==> src/design/mast_pkg.sv <==
// Package for the multiturn angle and speed tracker.
// Holds widths, request codes, sequencer states, divider control types and helpers.
// No dependencies.
`default_nettype none

package mast_pkg;

  // Field and datapath widths.
  localparam int RAW_BITS  = 14;
  localparam int POS_BITS  = 32;
  localparam int PP_BITS   = 4;
  localparam int NUM_BITS  = 33;
  localparam int DEN_BITS  = 35;
  localparam int CNT_BITS  = 6;
  localparam int ANG_BITS  = 12;
  localparam int RPM_BITS  = 16;

  // Request codes.
  localparam logic [1:0] REQ_SAMPLE = 2'd0;
  localparam logic [1:0] REQ_TICK   = 2'd1;
  localparam logic [1:0] REQ_QUERY  = 2'd2;

  // Half a revolution of raw counts, for the delta wrap.
  localparam logic signed [RAW_BITS:0] RAW_HALF     = 15'sd8192;
  localparam logic signed [RAW_BITS:0] RAW_HALF_NEG = -15'sd8192;
  localparam logic signed [RAW_BITS:0] RAW_FULL     = 15'sd16384;

  // Scale factors.
  localparam logic [15:0]         RPM_SCALE = 16'd60000;
  localparam logic [ANG_BITS-1:0] TENTHS    = 12'd3600;

  // Saturation limits on the quotient magnitude.
  localparam logic [NUM_BITS-1:0] SAT_POS_MAG = 33'd32767;
  localparam logic [NUM_BITS-1:0] SAT_NEG_MAG = 33'd32768;
  localparam logic [RPM_BITS-1:0] RPM_POS_MAX = 16'h7FFF;
  localparam logic [RPM_BITS-1:0] RPM_NEG_MAX = 16'h8000;

  // Step counts for the three divisions.
  localparam logic [CNT_BITS-1:0] SPD_STEPS = 6'd33;
  localparam logic [CNT_BITS-1:0] MOD_STEPS = 6'd18;
  localparam logic [CNT_BITS-1:0] ANG_STEPS = 6'd15;

  typedef enum logic [3:0] {
    ST_IDLE,
    ST_EXEC,
    ST_MUL,
    ST_SPD_GO,
    ST_SPD_RUN,
    ST_SPD_SAT,
    ST_MOD_GO,
    ST_MOD_RUN,
    ST_ANG_PREP,
    ST_ANG_GO,
    ST_ANG_RUN,
    ST_OUT
  } state_t;

  typedef struct packed {
    logic                start;
    logic [CNT_BITS-1:0] steps;
  } div_ctrl_t;

  typedef struct packed {
    logic busy;
    logic done;
  } div_stat_t;

  // Pole pairs limited to 1..8.
  function automatic logic [PP_BITS-1:0] pp_clamp(input logic [PP_BITS-1:0] pp);
    logic [PP_BITS-1:0] r;
    if (pp == 4'd0) begin
      r = 4'd1;
    end else if (pp > 4'd8) begin
      r = 4'd8;
    end else begin
      r = pp;
    end
    return r;
  endfunction

  // 2^17 mod pp: the offset that biasing the 18-bit turn count adds to its residue.
  function automatic logic [2:0] wrap_offset(input logic [PP_BITS-1:0] ppc);
    logic [2:0] r;
    unique case (ppc) inside
      4'd3, 4'd5, 4'd6: r = 3'd2;
      4'd7:             r = 3'd4;
      default:          r = 3'd0;
    endcase
    return r;
  endfunction

endpackage

`default_nettype wire

==> src/design/multiturn_angle_speed_tracker.sv <==
// Top level of the multiturn angle and speed tracker for a 14-bit absolute angle sensor.
// Depends on mast_pkg and on the shared divider mast_div.
//
//   Channel  Direction  Handshake              Payload
//   in       input      in_valid / in_stall    req_type, raw_angle
//   out      output     out_valid / out_stall  mech_angle, speed_rpm
//   cfg      input      cfg_valid / cfg_ready  cfg_data (pole_pairs)
//
// One item is worked on at a time, and in_stall is high from acceptance until the
// result is loaded into the output register. A speed query with elapsed time runs the
// speed division and then the residue and angle divisions; a sample, a tick, an unused
// code or a speed query with no elapsed time runs only the residue and angle divisions.
// After the load the sequencer returns to idle, where the next item can be taken. The
// bit-serial divider makes one quotient bit per cycle over 18, 15 and 33 steps.
// Reset (rst, synchronous) clears the position, time and snapshot state and sets
// pole_pairs to 4. A stalled result holds in the output register, and the next
// item may already be accepted and processed behind it.
`default_nettype none

module multiturn_angle_speed_tracker (
  input  wire                                clk,
  input  wire                                rst,
  // Input transactions.
  input  wire                                in_valid,
  output logic                               in_stall,
  input  wire  [1:0]                         req_type,
  input  wire  [mast_pkg::RAW_BITS-1:0]      raw_angle,
  // Result transactions.
  output logic                               out_valid,
  input  wire                                out_stall,
  output logic [mast_pkg::ANG_BITS-1:0]      mech_angle,
  output logic signed [mast_pkg::RPM_BITS-1:0] speed_rpm,
  // Configuration write transactions.
  input  wire                                cfg_valid,
  output logic                               cfg_ready,
  input  wire  [mast_pkg::PP_BITS-1:0]       cfg_data
);

  mast_pkg::state_t state;
  mast_pkg::state_t state_next;

  // Architectural state.
  logic [mast_pkg::PP_BITS-1:0]  pole_pairs;
  logic [mast_pkg::RAW_BITS-1:0] previous_raw;
  logic [mast_pkg::POS_BITS-1:0] position_total;
  logic [mast_pkg::POS_BITS-1:0] millisecond_count;
  logic [mast_pkg::POS_BITS-1:0] speed_base_position;
  logic [mast_pkg::POS_BITS-1:0] speed_base_time;

  // The accepted item.
  logic [1:0]                    item_type;
  logic [mast_pkg::RAW_BITS-1:0] item_raw;

  // Working registers of the sequencer.
  logic [mast_pkg::POS_BITS-1:0] dt;
  logic [mast_pkg::POS_BITS-1:0] dpos_mag;
  logic                          dpos_neg;
  logic [mast_pkg::NUM_BITS-1:0] num;
  logic [mast_pkg::DEN_BITS-1:0] den;
  logic signed [mast_pkg::RPM_BITS-1:0] speed_res;
  logic [14:0]                   angle_num;

  // Shared divider.
  mast_pkg::div_ctrl_t           div_ctrl;
  mast_pkg::div_stat_t           div_stat;
  logic [mast_pkg::NUM_BITS-1:0] div_dividend;
  logic [mast_pkg::DEN_BITS-1:0] div_divisor;
  logic [mast_pkg::NUM_BITS-1:0] div_quo;
  logic [mast_pkg::DEN_BITS-1:0] div_rem;

  // Combinational helpers.
  logic                           in_take;
  logic                           out_load;
  logic [mast_pkg::PP_BITS-1:0]   ppc;
  logic signed [mast_pkg::RAW_BITS:0] d_raw;
  logic signed [mast_pkg::RAW_BITS:0] d_wrap;
  logic [mast_pkg::POS_BITS-1:0]  dt_c;
  logic [mast_pkg::POS_BITS-1:0]  dpos_c;
  logic [47:0]                    num_prod;
  logic [35:0]                    den_prod;
  logic [17:0]                    turn_biased;
  logic [2:0]                     res_off;
  logic [3:0]                     res_fix;
  logic [14:0]                    turn_tenths;
  logic [25:0]                    frac_prod;

  assign in_take   = in_valid && !in_stall;
  assign out_load  = (state == mast_pkg::ST_OUT) && (!out_valid || !out_stall);
  assign cfg_ready = 1'b1;
  assign ppc       = mast_pkg::pp_clamp(pole_pairs);

  // Raw delta between samples, folded into plus or minus half a revolution.
  always_comb begin
    d_raw = $signed({1'b0, item_raw}) - $signed({1'b0, previous_raw});
    if (d_raw > mast_pkg::RAW_HALF) begin
      d_wrap = d_raw - mast_pkg::RAW_FULL;
    end else if (d_raw < mast_pkg::RAW_HALF_NEG) begin
      d_wrap = d_raw + mast_pkg::RAW_FULL;
    end else begin
      d_wrap = d_raw;
    end
  end

  // Elapsed time and position change since the last successful speed query.
  assign dt_c   = millisecond_count - speed_base_time;
  assign dpos_c = position_total - speed_base_position;

  // The numerator is |dpos| * 60000 / 16384; the 16384 of the mechanical count
  // is folded out of the divisor as a shift, which keeps the floor exact.
  assign num_prod = {16'd0, dpos_mag} * {32'd0, mast_pkg::RPM_SCALE};
  assign den_prod = {32'd0, ppc} * {4'd0, dt};

  // The mechanical angle is split at the 14-bit boundary. The upper 18 bits are
  // the signed turn count; biasing it by 2^17 makes it unsigned, and the bias
  // residue is taken back out after the divider has found the residue mod pp.
  assign turn_biased = {~position_total[mast_pkg::POS_BITS-1], position_total[30:14]};

  always_comb begin
    res_off = mast_pkg::wrap_offset(ppc);
    if (div_rem[2:0] >= res_off) begin
      res_fix = {1'b0, div_rem[2:0]} - {1'b0, res_off};
    end else begin
      res_fix = {1'b0, div_rem[2:0]} + ppc - {1'b0, res_off};
    end
    turn_tenths = {12'd0, res_fix[2:0]} * {3'd0, mast_pkg::TENTHS};
    frac_prod   = {12'd0, position_total[13:0]} * {14'd0, mast_pkg::TENTHS};
  end

  // Next state.
  always_comb begin
    state_next = state;
    unique case (state)
      mast_pkg::ST_IDLE: begin
        if (in_take) begin
          state_next = mast_pkg::ST_EXEC;
        end
      end
      mast_pkg::ST_EXEC: begin
        if (item_type == mast_pkg::REQ_QUERY && dt_c != '0) begin
          state_next = mast_pkg::ST_MUL;
        end else begin
          state_next = mast_pkg::ST_MOD_GO;
        end
      end
      mast_pkg::ST_MUL:     state_next = mast_pkg::ST_SPD_GO;
      mast_pkg::ST_SPD_GO:  state_next = mast_pkg::ST_SPD_RUN;
      mast_pkg::ST_SPD_RUN: begin
        if (div_stat.done) begin
          state_next = mast_pkg::ST_SPD_SAT;
        end
      end
      mast_pkg::ST_SPD_SAT: state_next = mast_pkg::ST_MOD_GO;
      mast_pkg::ST_MOD_GO:  state_next = mast_pkg::ST_MOD_RUN;
      mast_pkg::ST_MOD_RUN: begin
        if (div_stat.done) begin
          state_next = mast_pkg::ST_ANG_PREP;
        end
      end
      mast_pkg::ST_ANG_PREP: state_next = mast_pkg::ST_ANG_GO;
      mast_pkg::ST_ANG_GO:   state_next = mast_pkg::ST_ANG_RUN;
      mast_pkg::ST_ANG_RUN: begin
        if (div_stat.done) begin
          state_next = mast_pkg::ST_OUT;
        end
      end
      mast_pkg::ST_OUT: begin
        if (out_load) begin
          state_next = mast_pkg::ST_IDLE;
        end
      end
      default: state_next = mast_pkg::ST_IDLE;
    endcase
  end

  // Sequencer outputs: handshake and divider operands.
  always_comb begin
    in_stall       = 1'b1;
    div_ctrl.start = 1'b0;
    div_ctrl.steps = mast_pkg::SPD_STEPS;
    div_dividend   = num;
    div_divisor    = den;
    unique case (state)
      mast_pkg::ST_IDLE: begin
        in_stall = 1'b0;
      end
      mast_pkg::ST_SPD_GO: begin
        div_ctrl.start = 1'b1;
      end
      mast_pkg::ST_MOD_GO: begin
        div_ctrl.start = 1'b1;
        div_ctrl.steps = mast_pkg::MOD_STEPS;
        div_dividend   = {turn_biased, 15'd0};
        div_divisor    = {31'd0, ppc};
      end
      mast_pkg::ST_ANG_GO: begin
        div_ctrl.start = 1'b1;
        div_ctrl.steps = mast_pkg::ANG_STEPS;
        div_dividend   = {angle_num, 18'd0};
        div_divisor    = {31'd0, ppc};
      end
      default: begin
        in_stall = 1'b1;
      end
    endcase
  end

  always_ff @(posedge clk) begin
    if (rst) begin
      state <= mast_pkg::ST_IDLE;
    end else begin
      state <= state_next;
    end
  end

  // Configuration register and the tracked state.
  always_ff @(posedge clk) begin
    if (rst) begin
      pole_pairs          <= 4'd4;
      previous_raw        <= '0;
      position_total      <= '0;
      millisecond_count   <= '0;
      speed_base_position <= '0;
      speed_base_time     <= '0;
    end else begin
      if (cfg_valid && cfg_ready) begin
        pole_pairs <= cfg_data;
      end
      if (state == mast_pkg::ST_EXEC) begin
        case (item_type)
          mast_pkg::REQ_SAMPLE: begin
            position_total <= position_total + {{17{d_wrap[mast_pkg::RAW_BITS]}}, d_wrap};
            previous_raw   <= item_raw;
          end
          mast_pkg::REQ_TICK: begin
            millisecond_count <= millisecond_count + 32'd1;
          end
          mast_pkg::REQ_QUERY: begin
            if (dt_c != '0) begin
              speed_base_position <= position_total;
              speed_base_time     <= millisecond_count;
            end
          end
          default: begin
          end
        endcase
      end
    end
  end

  // Item capture and working registers.
  always_ff @(posedge clk) begin
    if (in_take) begin
      item_type <= req_type;
      item_raw  <= raw_angle;
    end
    case (state)
      mast_pkg::ST_EXEC: begin
        dt        <= dt_c;
        dpos_neg  <= dpos_c[mast_pkg::POS_BITS-1];
        dpos_mag  <= dpos_c[mast_pkg::POS_BITS-1] ? (32'd0 - dpos_c) : dpos_c;
        speed_res <= '0;
      end
      mast_pkg::ST_MUL: begin
        num <= num_prod[46:14];
        den <= den_prod[mast_pkg::DEN_BITS-1:0];
      end
      mast_pkg::ST_SPD_SAT: begin
        // Truncation toward zero: divide magnitudes, then restore the sign.
        if (dpos_neg) begin
          speed_res <= (div_quo > mast_pkg::SAT_NEG_MAG) ? mast_pkg::RPM_NEG_MAX
                                                         : (16'd0 - div_quo[15:0]);
        end else begin
          speed_res <= (div_quo > mast_pkg::SAT_POS_MAG) ? mast_pkg::RPM_POS_MAX
                                                         : div_quo[15:0];
        end
      end
      mast_pkg::ST_ANG_PREP: begin
        angle_num <= turn_tenths + {3'd0, frac_prod[25:14]};
      end
      default: begin
      end
    endcase
  end

  // Output register.
  always_ff @(posedge clk) begin
    if (rst) begin
      out_valid <= 1'b0;
    end else if (out_load) begin
      out_valid <= 1'b1;
    end else if (!out_stall) begin
      out_valid <= 1'b0;
    end
  end

  always_ff @(posedge clk) begin
    if (out_load) begin
      mech_angle <= div_quo[mast_pkg::ANG_BITS-1:0];
      speed_rpm  <= speed_res;
    end
  end

  mast_div u_div (
    .clk       (clk),
    .rst       (rst),
    .ctrl      (div_ctrl),
    .dividend  (div_dividend),
    .divisor   (div_divisor),
    .stat      (div_stat),
    .quotient  (div_quo),
    .remainder (div_rem)
  );

`ifndef ASSERT_OFF
  a_accept_exec: assert property (@(posedge clk) disable iff (rst)
    (in_valid && !in_stall) |=> (state == mast_pkg::ST_EXEC))
    else $error("accepted transaction did not start execution");

  a_div_idle: assert property (@(posedge clk) disable iff (rst)
    (state == mast_pkg::ST_IDLE) |-> !div_stat.busy)
    else $error("divider busy while sequencer idle");

  a_done_in_run: assert property (@(posedge clk) disable iff (rst)
    div_stat.done |-> (state == mast_pkg::ST_SPD_RUN || state == mast_pkg::ST_MOD_RUN ||
                       state == mast_pkg::ST_ANG_RUN))
    else $error("divider finished outside a wait state");

  a_speed_only_query: assert property (@(posedge clk) disable iff (rst)
    (state == mast_pkg::ST_OUT && item_type != mast_pkg::REQ_QUERY) |-> (speed_res == '0))
    else $error("nonzero speed for a transaction that is not a query");

  a_angle_range: assert property (@(posedge clk) disable iff (rst)
    out_valid |-> (mech_angle < mast_pkg::TENTHS))
    else $error("angle out of range");
`endif

endmodule

`default_nettype wire

==> src/design/mast_div.sv <==
// Shared restoring divider for the multiturn tracker, one quotient bit per cycle.
// Depends on mast_pkg for widths and the control and status structs.
`default_nettype none

module mast_div (
  input  wire                            clk,
  input  wire                            rst,
  input  mast_pkg::div_ctrl_t            ctrl,
  input  wire [mast_pkg::NUM_BITS-1:0]   dividend,
  input  wire [mast_pkg::DEN_BITS-1:0]   divisor,
  output mast_pkg::div_stat_t            stat,
  output logic [mast_pkg::NUM_BITS-1:0]  quotient,
  output logic [mast_pkg::DEN_BITS-1:0]  remainder
);

  logic [mast_pkg::DEN_BITS-1:0] rem;
  logic [mast_pkg::NUM_BITS-1:0] quo;
  logic [mast_pkg::DEN_BITS-1:0] dsr;
  logic [mast_pkg::CNT_BITS-1:0] cnt;
  logic                          busy;
  logic                          done;

  logic [mast_pkg::DEN_BITS:0]   shifted;
  logic [mast_pkg::DEN_BITS+1:0] diff;
  logic                          fits;

  always_comb begin
    shifted = {rem, quo[mast_pkg::NUM_BITS-1]};
    diff    = {1'b0, shifted} - {2'b00, dsr};
    fits    = ~diff[mast_pkg::DEN_BITS+1];
  end

  always_ff @(posedge clk) begin
    if (rst) begin
      busy <= 1'b0;
      done <= 1'b0;
      cnt  <= '0;
    end else begin
      done <= 1'b0;
      if (ctrl.start) begin
        busy <= 1'b1;
        cnt  <= ctrl.steps;
      end else if (busy) begin
        cnt <= cnt - 6'd1;
        if (cnt == 6'd1) begin
          busy <= 1'b0;
          done <= 1'b1;
        end
      end
    end
  end

  // The dividend comes in left-aligned, so after the last step the whole
  // register holds the quotient.
  always_ff @(posedge clk) begin
    if (ctrl.start) begin
      rem <= '0;
      quo <= dividend;
      dsr <= divisor;
    end else if (busy) begin
      rem <= fits ? diff[mast_pkg::DEN_BITS-1:0] : shifted[mast_pkg::DEN_BITS-1:0];
      quo <= {quo[mast_pkg::NUM_BITS-2:0], fits};
    end
  end

  assign stat.busy = busy;
  assign stat.done = done;
  assign quotient  = quo;
  assign remainder = rem;

endmodule

`default_nettype wire
==> config.mk <==
export PLATFORM = sky130hd
export DESIGN_NAME = multiturn_angle_speed_tracker
export DESIGN_NICKNAME = d
export VERILOG_FILES = /design/src/design/mast_pkg.sv /design/src/design/multiturn_angle_speed_tracker.sv /design/src/design/mast_div.sv
export SDC_FILE = /design/constraint.sdc
export NUM_CORES = 2
export LEC_CHECK = 0
export BUFFER_PORTS_ARGS = -buffer_cell sky130_fd_sc_hd__buf_2
export CAP_MARGIN = 15
export CELL_PAD_IN_SITES_DETAIL_PLACEMENT = 2
export CELL_PAD_IN_SITES_GLOBAL_PLACEMENT = 2
export CORE_AREA = 2 2 293 295
export CTS_CLUSTER_SIZE = 28
export DETAILED_ROUTE_END_ITERATION = 16
export DIE_AREA = 0 0 295 297
export PLACE_DENSITY_LB_ADDON = 0.3
export SYNTH_ARGS = -nofsm -noshare
export SYNTH_HDL_FRONTEND = slang
export SYNTH_SLANG_ARGS = --single-unit
==> constraint.sdc <==
create_clock -name clk -period 9.7 [get_ports clk]
set_input_delay 0.485 -clock clk [delete_from_list [all_inputs] [get_ports clk]]
set_output_delay 0.485 -clock clk [all_outputs]
set_load 0.02 [all_outputs]
== After elaboration in Yosys (flattened, before gate mapping) ==
Cells that the tools add are included.

* Bits of input ports: 25
* Register bits after elaboration: 470
* Output and inout port bits: 31
* Word-level logic and storage cells: 133

* Multiply operators: 4
* Eq/ne operators: 24
* Multiplexer cells: 34
* Reduce and logical (&&, ||, !) cells: 20
* $add $sub $neg: 15
* Bitwise gates (word level): 3
* Order comparisons: 6

{| class="wikitable"
|+ Operator list
! kind !! number
|-
| 33-bit 2-to-1 mux || 2
|-
| 33-bit one-hot mux with 2 select lines || 1
|-
| 32-bit subtractor || 2
|-
| 16-bit 2-to-1 mux || 3
|-
| 4-bit one-hot mux with 12 select lines || 1
|-
| 32-bit by 11-bit multiplier with 42-bit output, second input constant || 1
|-
| 36-bit by 35-bit subtractor with 37-bit output || 1
|-
| 4-bit by 32-bit multiplier with 35-bit output || 1
|-
| 35-bit 2-to-1 mux || 1
|-
| 33-bit by 15-bit greater-than comparator with 1-bit output, second input constant || 1
|-
| 33-bit by 16-bit greater-than comparator with 1-bit output, second input constant || 1
|-
| 32-bit by 1-bit adder with 32-bit output, second input constant || 1
|-
| 32-bit adder || 1
|-
| 4-bit 2-to-1 mux || 8
|-
| 16-bit one-hot mux with 2 select lines || 1
|-
| 32-bit nonzero test || 1
|-
| 1-bit by 32-bit subtractor with 32-bit output, first input constant || 1
|-
| 31-bit 2-to-1 mux || 1
|-
| 15-bit 2-to-1 mux || 2
|-
| 4-bit by 3-bit == test with 1-bit output, second input constant || 7
|-
| 14-bit by 8-bit multiplier with 22-bit output, second input constant || 1
|-
| 4-bit == test, second input constant || 4
|-
| 1-bit by 16-bit subtractor with 16-bit output, first input constant || 1
|-
| 15-bit by 12-bit adder with 15-bit output || 1
|-
| other kinds (35) || 61
|}

== Depth between registers and ports, before layout ==
* Depth after elaboration: 10
* Depth in mapped cells: 24

== Hierarchy ==
Synthesis repeated with hierarchy kept, for this count alone.

* Cell total of the unflattened synthesis: 4,032
* Area total of the unflattened synthesis: 37,634.8 sq um

{| class="wikitable"
|+ Modules (own cells, without submodules)
! module !! cells an instance !! area an instance (sq um) !! instances !! sequential area each (sq um)
|-
| multiturn_angle_speed_tracker || 3,377 || 31,282.5 || 1 || 9,268.9
|-
| mast_div || 655 || 6,352.3 || 1 || 2,902.8
|}

== Worst setup path after synthesis ==
Ideal clock, no wire load.

* Path type: register to register
* From: reg dpos_mag[1] (netlist name)
* To: reg num[25] (netlist name) (data pin)
* Slack: 3.500 ns
* Arrival: 5.941 ns
* Clock period less this slack: 6.200 ns
* Cell stages (with the launch flop): 22
* Cell sequence: edfxtp_1 > inv_1 > fa_1 > inv_1 > fa_1 > inv_1 > fa_1 > inv_1 > fa_1 > fa_1 > ha_1 > a2111oi_0 > a21bo_2 > o211a_1 > o311a_1 > o21a_1 > a31o_2 > a221o_1 > nor2_1 > o21ai_0 > a211oi_1 > nor2_1

* Longest elaborated chain between the ends: 1

{| class="wikitable"
|+ Ends and longest elaborated chain
! element !! RTL line !! text
|-
| start: declaration || multiturn_angle_speed_tracker.sv:56 || <nowiki>logic [mast_pkg::POS_BITS-1:0] dpos_mag;</nowiki>
|-
| start signal: assignment || multiturn_angle_speed_tracker.sv:260 || <nowiki>dpos_mag <= dpos_c[mast_pkg::POS_BITS-1] ? (32'd0 - dpos_c) : dpos_c;</nowiki>
|-
| 32-bit by 11-bit multiplier with 42-bit output || multiturn_angle_speed_tracker.sv:110 || <nowiki>assign num_prod = {16'd0, dpos_mag} * {32'd0, mast_pkg::RPM_SCALE};</nowiki>
|-
| net num_prod[39] || multiturn_angle_speed_tracker.sv:79 || <nowiki>logic [47:0] num_prod;</nowiki>
|-
| end signal: assignment || multiturn_angle_speed_tracker.sv:264 || <nowiki>num <= num_prod[46:14];</nowiki>
|-
| end: declaration || multiturn_angle_speed_tracker.sv:58 || <nowiki>logic [mast_pkg::NUM_BITS-1:0] num;</nowiki>
|}

The timed path passes the listed nets, and every way through them passes these cells.
A chain may end at the register's enable or synchronous reset.

== Final worst setup path ==
Ends and elaborated chain as after synthesis.

==> impl_metrics.py <==
metrics = {
    "clock_network": {
        "cts_root_buf": "clkbuf_16",
        "cts_setup_buffers": 0,
        "clkTransAtPathRegs_ps": 70,
        "cts_tree": "built",
        "cts-resized-gates": 0,
        "clock_latency_ps": 660,
        "clkSinkCount": 470,
        "cts_hold_buf": 8,
        "cts_max_path_buffers": 3,
        "cts-buffers-inserted": 57,
        "htreeDepth": 2,
    },
    "floorplanning": {
        "rows": 107,
        "start_util": 0.4475,
        "io_pins": 56,
        "fp.dieW_microns": 295,
        "die_area_sq_mm": 0.08762,
        "fp.dieH_microns": 297,
        "core_area_sq_mm": 0.08448,
    },
    "cells_and_area": {
        "fin_area_sq_mm": 0.04117,
        "nets": 4676,
        "area_growth_pct": 8.913,
        "final_layout_size_suffix_gt1_frac": 0.05249,
        "utilization": 0.4874,
        "layout.area.seq_sq_mm": 0.01217,
        "fillers": 8926,
        "multi_input_area_sq_mm": 0.02345,
    },
    "grt": {
        "grt_max_degree": 130,
        "grt_overflow_total": 0,
        "first_global_vias": 34590,
        "grt_pass1_wl_mm": 202.9,
        "antenna_found_initial": 3,
        "track_usage": 0.2931,
    },
    "synth": {
        "syn_nets": 4650,
        "synth_top_cells_by_area": "edfxtp_1 (22%), fa_1 (12%), ha_1 (12%), dfxtp_1 (10%), inv_1 (4.5%)",
        "ys_seq_elements": 470,
        "async_reset_ff_frac": 0,
        "synthCells": 4041,
        "syn_avg_cell_area_sq_um": 9.355,
        "syn_area_sq_mm": 0.03781,
        "yosysMostFrequentCell": "inv_1",
        "synth_edf_count": 276,
        "ys.flop_type": "edfxtp_1",
        "synth_top_cell_by_area": "edfxtp_1",
        "synthTopCellsByCount": "inv_1 (453), nand2_1 (366), ha_1 (354)",
        "ys_types": 85,
        "synth_top_area_frac": 0.2192,
        "yosys_warnings": 0,
        "yosysSeqAreaShare": 0.3220,
    },
    "routing": {
        "via_per_inst": 5.841,
        "antenna_left": 0,
        "routed_wl_mm": 128.8,
        "drt_iter0_drc": 1885,
        "drtPass1Iterations": 6,
        "detail_route.wl_per_cell_microns": 24.49,
        "drc": 0,
        "vias": 30720,
    },
    "worst_setup_path": {
        "cp_cell_sequence": "inv_1, fa_1, inv_1, fa_1, inv_1, fa_1, inv_1, fa_1, fa_1, ha_1, a2111oi_0, a21bo_2, o211a_1, o311a_1, o21a_1, a31o_2, a221o_1, nor2_1, o21ai_0, a211oi_1, nor2_1",
        "ff2ff_setup_slack_ps": 2450,
        "required_ps": 10110,
        "cp_data_arrival_time_ps": 7660,
        "startpoint_type": "flop",
        "end_kind": "flop",
        "critPathKind": "flop to flop",
        "critPathMaxStageDelay_ps": 560,
        "path_max_fanout": 6,
        "slowest_stage": "a2111oi_0",
        "cp_common_cell": "fa_1",
    },
    "min_path": {
        "min_path_type": "primary input to flop",
    },
    "placement": {
        "dp_slack_ps": 2482,
        "dpl.hpwl_mm": 89.78,
        "gp_congestion": 0.8203,
        "placedInstanceArea_sq_mm": 0.03923,
        "port_buffers": 54,
    },
    "timing": {
        "worst_pin_slew_ps": 1198,
        "hold_violations": 0,
        "fin_skew_ps": 40.45,
        "slew_headroom": 0.2011,
        "min_period_over_period": 0.7478,
        "rsz0062_at_grt": "no",
        "period_needed_ps": 7253,
        "final.setup.worst_slack_ps": 2447,
        "drv_slew": 0,
        "setup_tns_ps": 0,
        "fmax_mhz": 137.9,
        "setup_viol": 0,
    },
    "job": {
        "maxCapViolCount": 0,
    },
    "run_status": {
        "status": "finished, final reports clean",
    },
}
==> metrics by stage <==
step	std cells	hold WS, ps
floorplan	4041	400.3
global placement	5143	401.2
detailed placement	5143	408.0
CTS	5258	2.437
global route	5259	14.09
finish	5260	31.09
==> cell usage in the layout, fill, tap and decap left out, types with 51 or more instances in the layout <==
cell,count
inv_1,451
nand2_1,366
ha_1,354
a21oi_1,305
edfxtp_1,276
nor2_1,261
fa_1,230
dfxtp_1,193
o21ai_0,173
nand2b_1,159
xnor2_1,146
xor2_1,99
mux2i_1,95
and2_1,87
nor3_1,77
nand3_1,58
clkbuf_16,58
a21o_1,57
buf_2,53
a31oi_1,51
==> critical path: cells and delay by family (launching register included) <==
kind | cells | cell delay [ps]
AO/OA/AOI/OAI | 9 | 2960
adder cells (fa/ha/maj) | 6 | 2830
buffers and inverters | 4 | 330
flip-flops | 1 | 500
AND/OR/NAND/NOR | 2 | 410
==> registers in the layout (all words and copies together), names as in the netlist, 2 cells and up <==
register             flops
u_div.cnt                6
angle_num               15
millisecond_count       32
u_div.dsr               35
item_raw                14
u_div.remainder         35
item_type                2
dt                      32
state                    4
num                     33
previous_raw            14
position_total          32
speed_res               16
u_div.quotient          33
speed_base_time         32
speed_rpm               16
dpos_mag                32
den                     35
pole_pairs               4
mech_angle              12
speed_base_position     32
==> kinds of logic after synthesis <==
group | count (synthesis) | synth area share
AO/OA/AOI/OAI | 831 | 0.1356
AND/OR/NAND/NOR | 1235 | 0.1611
other | 1 | 0.00009919
XOR/XNOR | 246 | 0.05699
buffers and inverters | 575 | 0.05901
flip-flops | 470 | 0.3220
multiplexers | 98 | 0.02605
adder cells (fa/ha/maj) | 585 | 0.2392
==> worst paths after layout <==
path / cells past startpoint / endpoint / startpoint
max: 21 / num[25] / dpos_mag[1]
min: 1 / item_type[1] / req_type[1]
max reg2reg: 21 / num[25] / dpos_mag[1]
min reg2reg: 0 / speed_rpm[9] / speed_res[9]
==> final cells by class <==
type / instances / share of cell area
flip-flops and latches: 470 / 0.2956
multi-input cells: 2996 / 0.5696
inverters: 453 / 0.04130
well taps: 1144 / 0.03476
repair buffers: 89 / 0.01407
diodes: 1 / 0.00006078
clock buffers: 84 / 0.03956
clock inverters: 23 / 0.005044
==> metal layers <==
layer,routed length (microns),track usage,vias up
li1,-,-,13960
met1,54550,0.3687,15810
met2,64850,0.5196,706
met3,5230,0.03579,253
met4,4210,0.09402,0
met5,0,0,-
Power is not shown: default switching activity piles up to over one toggle a cycle in this logic, so the estimate is an artifact.
